## config.mk

```make
export PLATFORM = sky130hd
export DESIGN_NAME = heading_steer_pi_wheel_speed_flat
export DESIGN_NICKNAME = d
export VERILOG_FILES = /design/src/hdl/hspws_pkg.sv /design/src/hdl/hspws_if.sv /design/src/hdl/hspws_wheel.sv /design/src/hdl/heading_steer_pi_wheel_speed.sv /design/src/flat_wrapper.sv
export SDC_FILE = /design/constraint.sdc
export NUM_CORES = 2
export LEC_CHECK = 0
export ABC_CLOCK_PERIOD_IN_PS = 12300
export BUFFER_PORTS_ARGS = -buffer_cell sky130_fd_sc_hd__buf_2
export CORE_ASPECT_RATIO = 0.7
export CORE_MARGIN = 2
export CORE_UTILIZATION = 35
export DETAILED_ROUTE_END_ITERATION = 8
export PLACE_DENSITY = 0.48
export SYNTH_ARGS = -nofsm -noshare
export SYNTH_HDL_FRONTEND = slang
export SYNTH_SLANG_ARGS = --single-unit
export TNS_END_PERCENT = 100
```

## constraint.sdc

```tcl
create_clock -name clk_i -period 12.3 [get_ports clk_i]
set_clock_uncertainty 0.05 [all_clocks]
set_input_delay 1.23 -clock clk_i [delete_from_list [all_inputs] [get_ports clk_i]]
set_output_delay 1.23 -clock clk_i [all_outputs]
set_load 0.03 [all_outputs]
```

## src/hdl/hspws_pkg.sv

```systemverilog
// Package: types, register codes and constants of the heading steering block.
package hspws_pkg;

  // Configuration register indexes
  typedef enum logic [2:0] {
    REG_KP_GAIN     = 3'd0,
    REG_KI_GAIN     = 3'd1,
    REG_BASE_SPEED  = 3'd2,
    REG_DEADBAND    = 3'd3,
    REG_SPEED_LIMIT = 3'd4,
    REG_DUTY_MIN    = 3'd5,
    REG_DUTY_MAX    = 3'd6,
    REG_PWM_PERIOD  = 3'd7
  } cfg_reg_e;

  typedef enum logic [2:0] {
    S_IDLE,
    S_ERR,
    S_KP,
    S_STEER,
    S_SHAPE,
    S_WHEEL,
    S_DONE
  } top_state_e;

  typedef enum logic [2:0] {
    W_IDLE,
    W_DIV_SPD,
    W_INTEG,
    W_MUL_KI,
    W_DUTY,
    W_MUL_PWM,
    W_DIV_CMP,
    W_DONE
  } wheel_state_e;

  typedef struct packed {
    logic [11:0] target_heading;
    logic [11:0] current_heading;
    logic [31:0] period_left;
    logic [31:0] period_right;
    logic        new_target;
  } in_item_t;

  typedef struct packed {
    logic               motor_enable;
    logic               reverse_left;
    logic               reverse_right;
    logic [15:0]        compare_left;
    logic [15:0]        compare_right;
    logic signed [11:0] wrapped_error;
  } out_item_t;

  typedef struct packed {
    logic [15:0] ki_gain;
    logic [6:0]  duty_min;
    logic [6:0]  duty_max;
    logic [15:0] pwm_period;
  } wheel_cfg_t;

  typedef struct packed {
    logic        start;
    logic        clear;
    logic [6:0]  want;
    logic [31:0] period;
  } wheel_ctl_t;

  typedef struct packed {
    logic        done;
    logic [15:0] compare;
  } wheel_sts_t;

  // Register reset values
  localparam logic [15:0]        KP_GAIN_RST    = 16'd2621;
  localparam logic [15:0]        KI_GAIN_RST    = 16'd197;
  localparam logic signed [7:0]  BASE_SPEED_RST = 8'sd25;
  localparam logic [6:0]         DEADBAND_RST   = 7'd10;
  localparam logic [6:0]         LIMIT_RST      = 7'd50;
  localparam logic [6:0]         DUTY_MIN_RST   = 7'd10;
  localparam logic [6:0]         DUTY_MAX_RST   = 7'd90;
  localparam logic [15:0]        PWM_PERIOD_RST = 16'd960;
  localparam logic [15:0]        HELD_CMP_RST   = 16'd240;

  // Arithmetic constants
  localparam logic signed [12:0] HALF_TURN   = 13'sd1800;
  localparam logic signed [12:0] FULL_TURN   = 13'sd3600;
  localparam logic [22:0]        SPEED_NUM   = 23'd1500000;
  localparam logic [31:0]        PCT_DIV     = 32'd100;
  localparam logic [15:0]        DIV10_RECIP = 16'd52429;  // floor(x/10) = x*52429 >> 19

  // Step counts of the serial units
  localparam logic [4:0] DIV_STEPS = 5'd23;
  localparam logic [4:0] KP_STEPS  = 5'd11;
  localparam logic [4:0] KI_STEPS  = 5'd16;
  localparam logic [4:0] PWM_STEPS = 5'd7;

endpackage

```

## src/hdl/hspws_if.sv

```systemverilog
// Interfaces: valid/ready channels carrying input and result items.
interface hspws_in_if import hspws_pkg::*; ();
  logic     valid;
  logic     ready;
  in_item_t data;

  modport source (output valid, output data, input ready);
  modport sink   (input valid, input data, output ready);
endinterface

interface hspws_out_if import hspws_pkg::*; ();
  logic      valid;
  logic      ready;
  out_item_t data;

  modport source (output valid, output data, input ready);
  modport sink   (input valid, input data, output ready);
endinterface

```

## src/hdl/hspws_wheel.sv

```systemverilog
// One wheel: serial speed divide, PI integrator, serial multiplies and PWM scaling.
module hspws_wheel import hspws_pkg::*; (
  input  logic       clk_i,
  input  logic       rst_ni,
  input  wheel_cfg_t cfg_i,
  input  wheel_ctl_t ctl_i,
  output wheel_sts_t sts_o
);

  wheel_state_e state_q, state_d;

  logic [4:0]         cnt_q;
  logic               last;
  logic signed [15:0] integ_q;
  logic [22:0]        num_q;
  logic [31:0]        rem_q;
  logic [22:0]        quo_q;
  logic [31:0]        acc_q;
  logic [15:0]        mul_q;
  logic               neg_q;

  // restoring divide step
  logic [31:0] den;
  logic [32:0] rem_ext;
  logic [32:0] rem_sub;
  logic        ge;

  // shift-add multiply step
  logic [15:0] mcand;
  logic [31:0] acc_step;

  // integrator and duty
  logic [22:0]        speed;
  logic signed [23:0] sum;
  logic signed [15:0] sat;
  logic [15:0]        sat_abs;
  logic signed [17:0] kterm;
  logic signed [17:0] duty;
  logic [6:0]         duty_clip;

  assign last = (cnt_q == 5'd1);

  always_comb begin
    den      = (state_q == W_DIV_CMP) ? PCT_DIV : ctl_i.period;
    rem_ext  = {rem_q, num_q[22]};
    rem_sub  = rem_ext - {1'b0, den};
    ge       = (rem_ext >= {1'b0, den});

    mcand    = (state_q == W_MUL_KI) ? cfg_i.ki_gain : cfg_i.pwm_period;
    acc_step = {acc_q[30:0], 1'b0} + (mul_q[15] ? {16'd0, mcand} : 32'd0);

    speed = (ctl_i.period == 32'd0) ? 23'd0 : quo_q;
    sum   = $signed({{8{integ_q[15]}}, integ_q}) + $signed({17'd0, ctl_i.want})
          - $signed({1'b0, speed});
    if (sum > 24'sd32767) begin
      sat = 16'sh7fff;
    end else if (sum < -24'sd32768) begin
      sat = 16'sh8000;
    end else begin
      sat = sum[15:0];
    end
    sat_abs = sat[15] ? (16'd0 - sat) : sat;

    kterm = neg_q ? -$signed({2'b00, acc_q[31:16]}) : $signed({2'b00, acc_q[31:16]});
    duty  = $signed({11'd0, ctl_i.want}) + kterm;
    if (duty < $signed({11'd0, cfg_i.duty_min})) begin
      duty_clip = cfg_i.duty_min;
    end else if (duty > $signed({11'd0, cfg_i.duty_max})) begin
      duty_clip = cfg_i.duty_max;
    end else begin
      duty_clip = duty[6:0];
    end
  end

  always_comb begin
    state_d = state_q;
    case (state_q)
      W_IDLE:    if (ctl_i.start) state_d = W_DIV_SPD;
      W_DIV_SPD: if (last) state_d = W_INTEG;
      W_INTEG:   state_d = W_MUL_KI;
      W_MUL_KI:  if (last) state_d = W_DUTY;
      W_DUTY:    state_d = W_MUL_PWM;
      W_MUL_PWM: if (last) state_d = W_DIV_CMP;
      W_DIV_CMP: if (last) state_d = W_DONE;
      W_DONE:    state_d = W_IDLE;
      default:   state_d = W_IDLE;
    endcase
  end

  always_ff @(posedge clk_i or negedge rst_ni) begin
    if (!rst_ni) begin
      state_q <= W_IDLE;
    end else begin
      state_q <= state_d;
    end
  end

  always_ff @(posedge clk_i or negedge rst_ni) begin
    if (!rst_ni) begin
      cnt_q   <= '0;
      integ_q <= '0;
    end else begin
      case (state_q)
        W_IDLE: begin
          if (ctl_i.clear) integ_q <= '0;
          if (ctl_i.start) cnt_q <= DIV_STEPS;
        end
        W_INTEG: cnt_q <= KI_STEPS;
        W_DUTY:  cnt_q <= PWM_STEPS;
        W_DIV_SPD, W_MUL_KI, W_DIV_CMP: cnt_q <= cnt_q - 5'd1;
        W_MUL_PWM: cnt_q <= last ? DIV_STEPS : (cnt_q - 5'd1);
        default: cnt_q <= cnt_q;
      endcase
      if (state_q == W_INTEG) integ_q <= sat;
    end
  end

  // datapath, no reset
  always_ff @(posedge clk_i) begin
    case (state_q)
      W_IDLE: begin
        num_q <= SPEED_NUM;
        rem_q <= '0;
        quo_q <= '0;
      end
      W_DIV_SPD, W_DIV_CMP: begin
        rem_q <= ge ? rem_sub[31:0] : rem_ext[31:0];
        quo_q <= {quo_q[21:0], ge};
        num_q <= {num_q[21:0], 1'b0};
      end
      W_INTEG: begin
        mul_q <= sat_abs;
        neg_q <= sat[15];
        acc_q <= '0;
      end
      W_MUL_KI: begin
        acc_q <= acc_step;
        mul_q <= {mul_q[14:0], 1'b0};
      end
      W_DUTY: begin
        mul_q <= {duty_clip, 9'd0};
        acc_q <= '0;
      end
      W_MUL_PWM: begin
        acc_q <= acc_step;
        mul_q <= {mul_q[14:0], 1'b0};
        if (last) begin
          num_q <= acc_step[22:0];
          rem_q <= '0;
          quo_q <= '0;
        end
      end
      default: begin
      end
    endcase
  end

  assign sts_o.done    = (state_q == W_DONE);
  assign sts_o.compare = (quo_q > 23'd65535) ? 16'hffff : quo_q[15:0];

endmodule

```

## src/hdl/heading_steer_pi_wheel_speed.sv

```systemverilog
// Top level: heading error, steering offset, request shaping and two wheel PI loops.
// Sequence: S_ERR, S_KP, S_STEER, S_SHAPE, S_WHEEL, S_DONE; S_WHEEL is skipped when both
//   wheel requests are zero (motors off, no PI update), and S_DONE waits for a free output.
// One item at a time: no new input until the result is registered; the wheel work is the
//   two 23-step bit-serial divides and the 16- and 7-step shift-add multiplies per wheel.
// Reset: asynchronous, active low; registers to their defaults, integrators to zero,
//   held compares to 240, held directions forward, no result pending.
module heading_steer_pi_wheel_speed import hspws_pkg::*; (
  input  logic        clk_i,
  input  logic        rst_ni,
  hspws_in_if.sink    in_i,
  hspws_out_if.source out_o,
  input  logic        cfg_we_i,
  input  logic [2:0]  cfg_idx_i,
  input  logic [15:0] cfg_data_i
);

  // ---------------------------------------------------------------------------
  // Configuration registers
  // ---------------------------------------------------------------------------
  logic [15:0]       kp_gain_q;
  logic [15:0]       ki_gain_q;
  logic signed [7:0] base_speed_q;
  logic [6:0]        deadband_q;
  logic [6:0]        limit_q;
  logic [6:0]        duty_min_q;
  logic [6:0]        duty_max_q;
  logic [15:0]       pwm_period_q;

  always_ff @(posedge clk_i or negedge rst_ni) begin
    if (!rst_ni) begin
      kp_gain_q    <= KP_GAIN_RST;
      ki_gain_q    <= KI_GAIN_RST;
      base_speed_q <= BASE_SPEED_RST;
      deadband_q   <= DEADBAND_RST;
      limit_q      <= LIMIT_RST;
      duty_min_q   <= DUTY_MIN_RST;
      duty_max_q   <= DUTY_MAX_RST;
      pwm_period_q <= PWM_PERIOD_RST;
    end else if (cfg_we_i) begin
      case (cfg_reg_e'(cfg_idx_i))
        REG_KP_GAIN:     kp_gain_q    <= cfg_data_i;
        REG_KI_GAIN:     ki_gain_q    <= cfg_data_i;
        REG_BASE_SPEED:  base_speed_q <= cfg_data_i[7:0];
        REG_DEADBAND:    deadband_q   <= cfg_data_i[6:0];
        REG_SPEED_LIMIT: limit_q      <= cfg_data_i[6:0];
        REG_DUTY_MIN:    duty_min_q   <= cfg_data_i[6:0];
        REG_DUTY_MAX:    duty_max_q   <= cfg_data_i[6:0];
        REG_PWM_PERIOD:  pwm_period_q <= cfg_data_i;
        default: begin
        end
      endcase
    end
  end

  // ---------------------------------------------------------------------------
  // Sequencer
  // ---------------------------------------------------------------------------
  top_state_e state_q, state_d;

  logic in_xfer;
  logic out_free;
  logic wheel_go;

  in_item_t  item_q;           // captured input item, stable for the whole tick
  out_item_t out_q;
  logic      out_valid_q;

  logic signed [11:0] err_q;   // wrapped heading error
  logic               err_neg_q;
  logic [10:0]        kp_mul_q;   // |error| bits, consumed MSB first
  logic [26:0]        kp_acc_q;   // |error| * kp_gain
  logic [4:0]         cnt_q;
  logic signed [8:0]  steer_q;
  logic               enable_q;

  // shaped requests, sign and magnitude
  logic       neg_l_q, neg_r_q;
  logic [6:0] mag_l_q, mag_r_q;

  // held outputs
  logic        rev_l_q, rev_r_q;
  logic [15:0] cmp_l_q, cmp_r_q;

  wheel_cfg_t wcfg;
  wheel_ctl_t ctl_l, ctl_r;
  wheel_sts_t sts_l, sts_r;

  // Heading error, wrapped once
  logic signed [12:0] diff;
  logic signed [12:0] wrapped;
  logic [11:0]        err_abs;

  // Steering offset: trunc(|err|*kp >> 16) / 10 via reciprocal
  logic [26:0] kp_step;
  logic [26:0] div10_prod;
  logic [7:0]  steer_mag;

  // Request shaping
  logic signed [9:0] s_left, s_right;
  logic              nl, nr;
  logic [6:0]        ml, mr;

  // Deadband first, then the limit; a limit of zero yields a plain zero.
  function automatic logic [7:0] shape(input logic signed [9:0] s,
                                       input logic [6:0] deadband,
                                       input logic [6:0] limit);
    logic [9:0] mag;
    logic [7:0] res;
    mag = s[9] ? (10'd0 - s) : s;
    if (mag < {3'd0, deadband}) begin
      res = 8'd0;
    end else if (mag > {3'd0, limit}) begin
      res = {s[9] & (limit != 7'd0), limit};
    end else begin
      res = {s[9], mag[6:0]};
    end
    return res;
  endfunction

  assign in_xfer  = in_i.valid && in_i.ready;
  assign out_free = !out_valid_q || out_o.ready;

  always_comb begin
    diff = $signed({1'b0, item_q.target_heading}) - $signed({1'b0, item_q.current_heading});
    if (diff > HALF_TURN) begin
      wrapped = diff - FULL_TURN;
    end else if (diff < -HALF_TURN) begin
      wrapped = diff + FULL_TURN;
    end else begin
      wrapped = diff;
    end
    err_abs = wrapped[12] ? 12'(13'sd0 - wrapped) : wrapped[11:0];

    kp_step    = {kp_acc_q[25:0], 1'b0} + (kp_mul_q[10] ? {11'd0, kp_gain_q} : 27'd0);
    div10_prod = kp_acc_q[26:16] * DIV10_RECIP;
    steer_mag  = div10_prod[26:19];

    s_left  = $signed({{2{base_speed_q[7]}}, base_speed_q}) - $signed({steer_q[8], steer_q});
    s_right = $signed({{2{base_speed_q[7]}}, base_speed_q}) + $signed({steer_q[8], steer_q});
    {nl, ml} = shape(s_left, deadband_q, limit_q);
    {nr, mr} = shape(s_right, deadband_q, limit_q);
  end

  // Next state and wheel start
  always_comb begin
    state_d  = state_q;
    wheel_go = 1'b0;
    case (state_q)
      S_IDLE:  if (in_xfer) state_d = S_ERR;
      S_ERR:   state_d = S_KP;
      S_KP:    if (cnt_q == 5'd1) state_d = S_STEER;
      S_STEER: state_d = S_SHAPE;
      S_SHAPE: begin
        if (ml != 7'd0 || mr != 7'd0) begin
          wheel_go = 1'b1;
          state_d  = S_WHEEL;
        end else begin
          state_d = S_DONE;
        end
      end
      S_WHEEL: if (sts_l.done && sts_r.done) state_d = S_DONE;
      S_DONE:  if (out_free) state_d = S_IDLE;
      default: state_d = S_IDLE;
    endcase
  end

  assign in_i.ready = (state_q == S_IDLE);

  always_ff @(posedge clk_i or negedge rst_ni) begin
    if (!rst_ni) begin
      state_q <= S_IDLE;
    end else begin
      state_q <= state_d;
    end
  end

  // Control and held state
  always_ff @(posedge clk_i or negedge rst_ni) begin
    if (!rst_ni) begin
      out_valid_q <= 1'b0;
      cnt_q       <= '0;
      enable_q    <= 1'b0;
      rev_l_q     <= 1'b0;
      rev_r_q     <= 1'b0;
      cmp_l_q     <= HELD_CMP_RST;
      cmp_r_q     <= HELD_CMP_RST;
    end else begin
      // a new result may replace one that transfers in the same cycle
      if (state_q == S_DONE && out_free) begin
        out_valid_q <= 1'b1;
      end else if (out_o.ready) begin
        out_valid_q <= 1'b0;
      end
      case (state_q)
        S_ERR:   cnt_q <= KP_STEPS;
        S_KP:    cnt_q <= cnt_q - 5'd1;
        S_SHAPE: enable_q <= wheel_go;
        S_WHEEL: begin
          if (sts_l.done && sts_r.done) begin
            rev_l_q <= neg_l_q;
            rev_r_q <= neg_r_q;
            cmp_l_q <= sts_l.compare;
            cmp_r_q <= sts_r.compare;
          end
        end
        default: begin
        end
      endcase
    end
  end

  // Payload, no reset
  always_ff @(posedge clk_i) begin
    if (in_xfer) item_q <= in_i.data;
    case (state_q)
      S_ERR: begin
        err_q     <= wrapped[11:0];
        err_neg_q <= wrapped[12];
        kp_mul_q  <= err_abs[10:0];
        kp_acc_q  <= '0;
      end
      S_KP: begin
        kp_acc_q <= kp_step;
        kp_mul_q <= {kp_mul_q[9:0], 1'b0};
      end
      S_STEER: steer_q <= err_neg_q ? -$signed({1'b0, steer_mag}) : $signed({1'b0, steer_mag});
      S_SHAPE: begin
        neg_l_q <= nl;
        mag_l_q <= ml;
        neg_r_q <= nr;
        mag_r_q <= mr;
      end
      S_DONE: begin
        if (out_free) begin
          out_q.motor_enable  <= enable_q;
          out_q.reverse_left  <= rev_l_q;
          out_q.reverse_right <= rev_r_q;
          out_q.compare_left  <= cmp_l_q;
          out_q.compare_right <= cmp_r_q;
          out_q.wrapped_error <= err_q;
        end
      end
      default: begin
      end
    endcase
  end

  assign out_o.valid = out_valid_q;
  assign out_o.data  = out_q;

  // ---------------------------------------------------------------------------
  // Wheel loops: both run the same schedule and finish together
  // ---------------------------------------------------------------------------
  assign wcfg.ki_gain    = ki_gain_q;
  assign wcfg.duty_min   = duty_min_q;
  assign wcfg.duty_max   = duty_max_q;
  assign wcfg.pwm_period = pwm_period_q;

  // integrator clear rides on the input transfer, ahead of any PI update
  assign ctl_l.start  = wheel_go;
  assign ctl_l.clear  = in_xfer && in_i.data.new_target;
  assign ctl_l.want   = (state_q == S_SHAPE) ? ml : mag_l_q;
  assign ctl_l.period = item_q.period_left;

  assign ctl_r.start  = wheel_go;
  assign ctl_r.clear  = in_xfer && in_i.data.new_target;
  assign ctl_r.want   = (state_q == S_SHAPE) ? mr : mag_r_q;
  assign ctl_r.period = item_q.period_right;

  hspws_wheel u_wheel_left (
    .clk_i  (clk_i),
    .rst_ni (rst_ni),
    .cfg_i  (wcfg),
    .ctl_i  (ctl_l),
    .sts_o  (sts_l)
  );

  hspws_wheel u_wheel_right (
    .clk_i  (clk_i),
    .rst_ni (rst_ni),
    .cfg_i  (wcfg),
    .ctl_i  (ctl_r),
    .sts_o  (sts_r)
  );

endmodule
```

## src/flat_wrapper.sv

```systemverilog
// flat-port wrapper written by rule: the top's interface ports become plain ports
module heading_steer_pi_wheel_speed_flat import hspws_pkg::*;
  (clk_i, rst_ni, cfg_we_i, cfg_idx_i, cfg_data_i, in_i_valid, in_i_data, in_i_ready, out_o_valid, out_o_data, out_o_ready);
  hspws_in_if in_i_i ();
  hspws_out_if out_o_i ();
  input  logic clk_i;
  input  logic rst_ni;
  input  logic cfg_we_i;
  input  logic [2:0] cfg_idx_i;
  input  logic [15:0] cfg_data_i;
  input wire logic [$bits(in_i_i.valid)-1:0] in_i_valid;
  input wire logic [$bits(in_i_i.data)-1:0] in_i_data;
  output wire logic [$bits(in_i_i.ready)-1:0] in_i_ready;
  output wire logic [$bits(out_o_i.valid)-1:0] out_o_valid;
  output wire logic [$bits(out_o_i.data)-1:0] out_o_data;
  input wire logic [$bits(out_o_i.ready)-1:0] out_o_ready;
  assign in_i_i.valid = in_i_valid;
  assign in_i_i.data = in_i_data;
  assign in_i_ready = in_i_i.ready;
  assign out_o_valid = out_o_i.valid;
  assign out_o_data = out_o_i.data;
  assign out_o_i.ready = out_o_ready;
  heading_steer_pi_wheel_speed u_core (.clk_i(clk_i), .rst_ni(rst_ni), .in_i(in_i_i), .out_o(out_o_i), .cfg_we_i(cfg_we_i), .cfg_idx_i(cfg_idx_i), .cfg_data_i(cfg_data_i));
endmodule
```

==> run metrics <==
outcome finished, final reports clean; largest net degree at the start of global routing 83; count leader, synth nand2_1; synthesized area roughly 0.044 mm^2; Distinct cells, synth ~100; post-CTS setup buffer count 0; Root Buffer clkbuf_16; Crit path top cell by count o21ai_0; initial antenna violation count 12; number of buffers on the longest clock path 3; Layout Nets ~5,300; CP max stage cell or4_1; Post-route DRC 0; CTS resizes 0; Die X-Extent 430 um; Least-Margin Pin Slew 1.14 ns; Routed WL per cell 19.4 um; area grow syn2layout 12.0%; CP Capture Type flip-flop; TNS Setup 0 ns; vias in the first global route 32,500; Hold Vio Cnt, Final 0; Final setup viols 0; Max Fclk 88.2 MHz; Slew HR 23.8%; clk_lat worst skew a little under 0.7 ns; GRT Util Overall roughly a fifth; Hold WC Path Type flip-flop to flip-flop; FF+latch count, synth between 600 and 700; share of cells above drive strength 1 between 10% and 20%; CTS HTree Levels 3; kind of critical path flip-flop to flip-flop; vias 34,500; TritonCTS buffer count 72; ys flop type edfxtp_1; drt first pass iters 7; antenna-violating nets left 0; Post-CTS Hold Fix Bufs 0; Max-cap violations 0; syn_area_per_cell 9.63 um^2; number of synthesized flops with an enable pin ~450; Core ar. around 0.13 mm^2; final worst-path cycle share between 90% and 100%; Overflow after GRT 0; initial core utilization 35.2%; most frequent cells after synthesis 469 x nand2_1, 451 x edfxtp_1, 431 x nor2_1; drt total wl 125,000 um; Synth area leader edfxtp_1; Clock transition at path regs 0.06 ns; final core utilization 39.4%; CTS tree yes; Sink Count roughly 640; RSZ-0062 raised after global routing no; PortBufs 161; CP Launch Type flip-flop; Detailed Place HPWL 92,100 um; crit-path max FO 14; YS warnings 0; final worst path period need 11.33 ns; vias per cell 5.34; top cells by area, synth edfxtp_1 31%, ha_1 11%, dfrtp_1 7.8%; Syn Nets 5,160; register area share after synthesis 41.2%; first-pass GRT wire length 196,000 um; Rows 109; Max Transition Viols Final 0; boundary pin count 162; GPL Wtd Cong 0.871; Die Footprint 0.130 mm^2; Placed Cells 6,329; Die Y 302 um; fraction of registers with async set/reset 27.5%; initial DRC count 2,998; crit-path max cell delay 0.55 ns; Synth top area share 30.5%; fin cells 6,463; Gate Count Post-Synth 4,610; Required @ worst endpoint approximately 13 ns; Critical Path AT 11.70 ns
-- routing by layer --
metal | track usage [%] | up-vias | share of wire (%)
met1 | 31.2 | 16700 | 55
met5 | 0 | - | 0.030
met2 | 25.9 | 766 | 39
met4 | 3.46 | 6 | 1.4
met3 | 3.13 | 122 | 5.1
li1 | - | 16900 | -
-- critical path, delay by kind of cell, from the launching register on --
| family | cells | cell delay (ns) |
|---|---|---|
| fa+ha+maj | 5 | 1.93 |
| flops | 1 | 0.47 |
| compound gates | 17 | 4.46 |
| xor+xnor | 1 | 0.20 |
| buf+inv | 3 | 0.33 |
| simple gates | 16 | 3.63 |
-- placed cells by master, fill, tap and decap left out, types with 36 or more instances in the layout --
master,Yosys,final
a211oi_1,36,36
mux2i_1,45,45
nor2_1,431,428
clkbuf_16,0,78
o21a_1,60,60
edfxtp_1,451,451
nand4_1,40,40
or3_1,45,45
nand2b_1,54,54
a21boi_0,49,49
a21oi_1,312,311
nor2b_1,41,40
xnor2_1,169,169
xor2_1,89,87
nand2_1,469,467
a31oi_1,37,37
nand3_1,70,70
nor4_1,37,37
mux2_2,80,80
dfrtp_1,139,139
buf_2,6,160
nor3_1,92,90
fa_1,62,62
inv_1,290,290
dfstp_2,37,37
buf_4,0,52
a21o_1,91,91
and2_1,108,106
ha_1,375,375
o21ai_0,300,298
-- registers in the layout, summed over array words and instances, names as in the netlist, 23 cells and up --
register,flops
u_core.u_wheel_left.num_q,23
u_core.out_o.data,47
u_core.u_wheel_right.rem_q,32
u_core.u_wheel_left.acc_q,32
u_core.u_wheel_left.quo_q,23
u_core.u_wheel_right.num_q,23
u_core.ctl_l,32
u_core.ctl_r,32
u_core.u_wheel_right.acc_q,32
u_core.kp_acc_q,27
u_core.u_wheel_left.rem_q,32
u_core.item_q,24
u_core.u_wheel_right.quo_q,23
-- through the flow --
| step | setup WS, ns | hold slack [ns] | instance area (um^2) |
|---|---|---|---|
| 2_1_floorplan | 2.74 | 0.350 | 44400 |
| 3_3_place_gp | 1.44 | 0.355 | 47200 |
| 3_5_place_dp | 1.13 | 0.356 | 47200 |
| 4_1_cts | 1.07 | 0.371 | 49700 |
| 5_1_grt | 0.00429 | 0.380 | 49700 |
| 6_report | 0.967 | 0.369 | 49700 |
-- cell families (layout without fill, tap and decap cells) --
group | Yosys count | count (layout) | share of synthesized area (%)
XOR/XNOR | 258 | 258 | 5.09
flip-flops | 641 | 641 | 41.2
AND/OR/NAND/NOR | 1534 | 1534 | 16.6
AO/OA/AOI/OAI | 1163 | 1163 | 16.8
buffers and inverters | 451 | 638 | 3.87
multiplexers | 125 | 125 | 3.05
other | 0 | 1 | 0
adder cells (fa/ha/maj) | 438 | 438 | 13.4
-- worst paths after layout --
kind | slack (ns) | end | from | cells after the start
hold reg to reg | 0.37 | u_core.out_o.data[9] | u_core.err_q[9] | 0
min in group asynchronous | 0.62 | u_core.cmp_l_q[0] | rst_ni | 1
hold / removal | 0.37 | u_core.out_o.data[9] | u_core.err_q[9] | 0
setup reg to reg | 0.97 | u_core.u_wheel_left.mul_q[14] | u_core.steer_q[1] | 42
setup / recovery | 0.97 | u_core.u_wheel_left.mul_q[14] | u_core.steer_q[1] | 42
max in group asynchronous | 9.63 | u_core.pwm_period_q[11] | rst_ni | 3
-- layout make-up --
class / count / area, um^2
Clock buffer: 95 / 2090
Timing Repair Buffer: 213 / 1200
Inverter: 292 / 1100
Tap cell: 1665 / 2080
Clock inverter: 38 / 434
Multi-Input combinational cell: 3518 / 24500
Antenna cell: 1 / 2.50
Sequential cell: 641 / 18300
Fill cell: 12600 / 76300
Power is left out: the tool's default activity adds up to more than one toggle a clock period on the data nets, which glitch-free logic cannot reach.
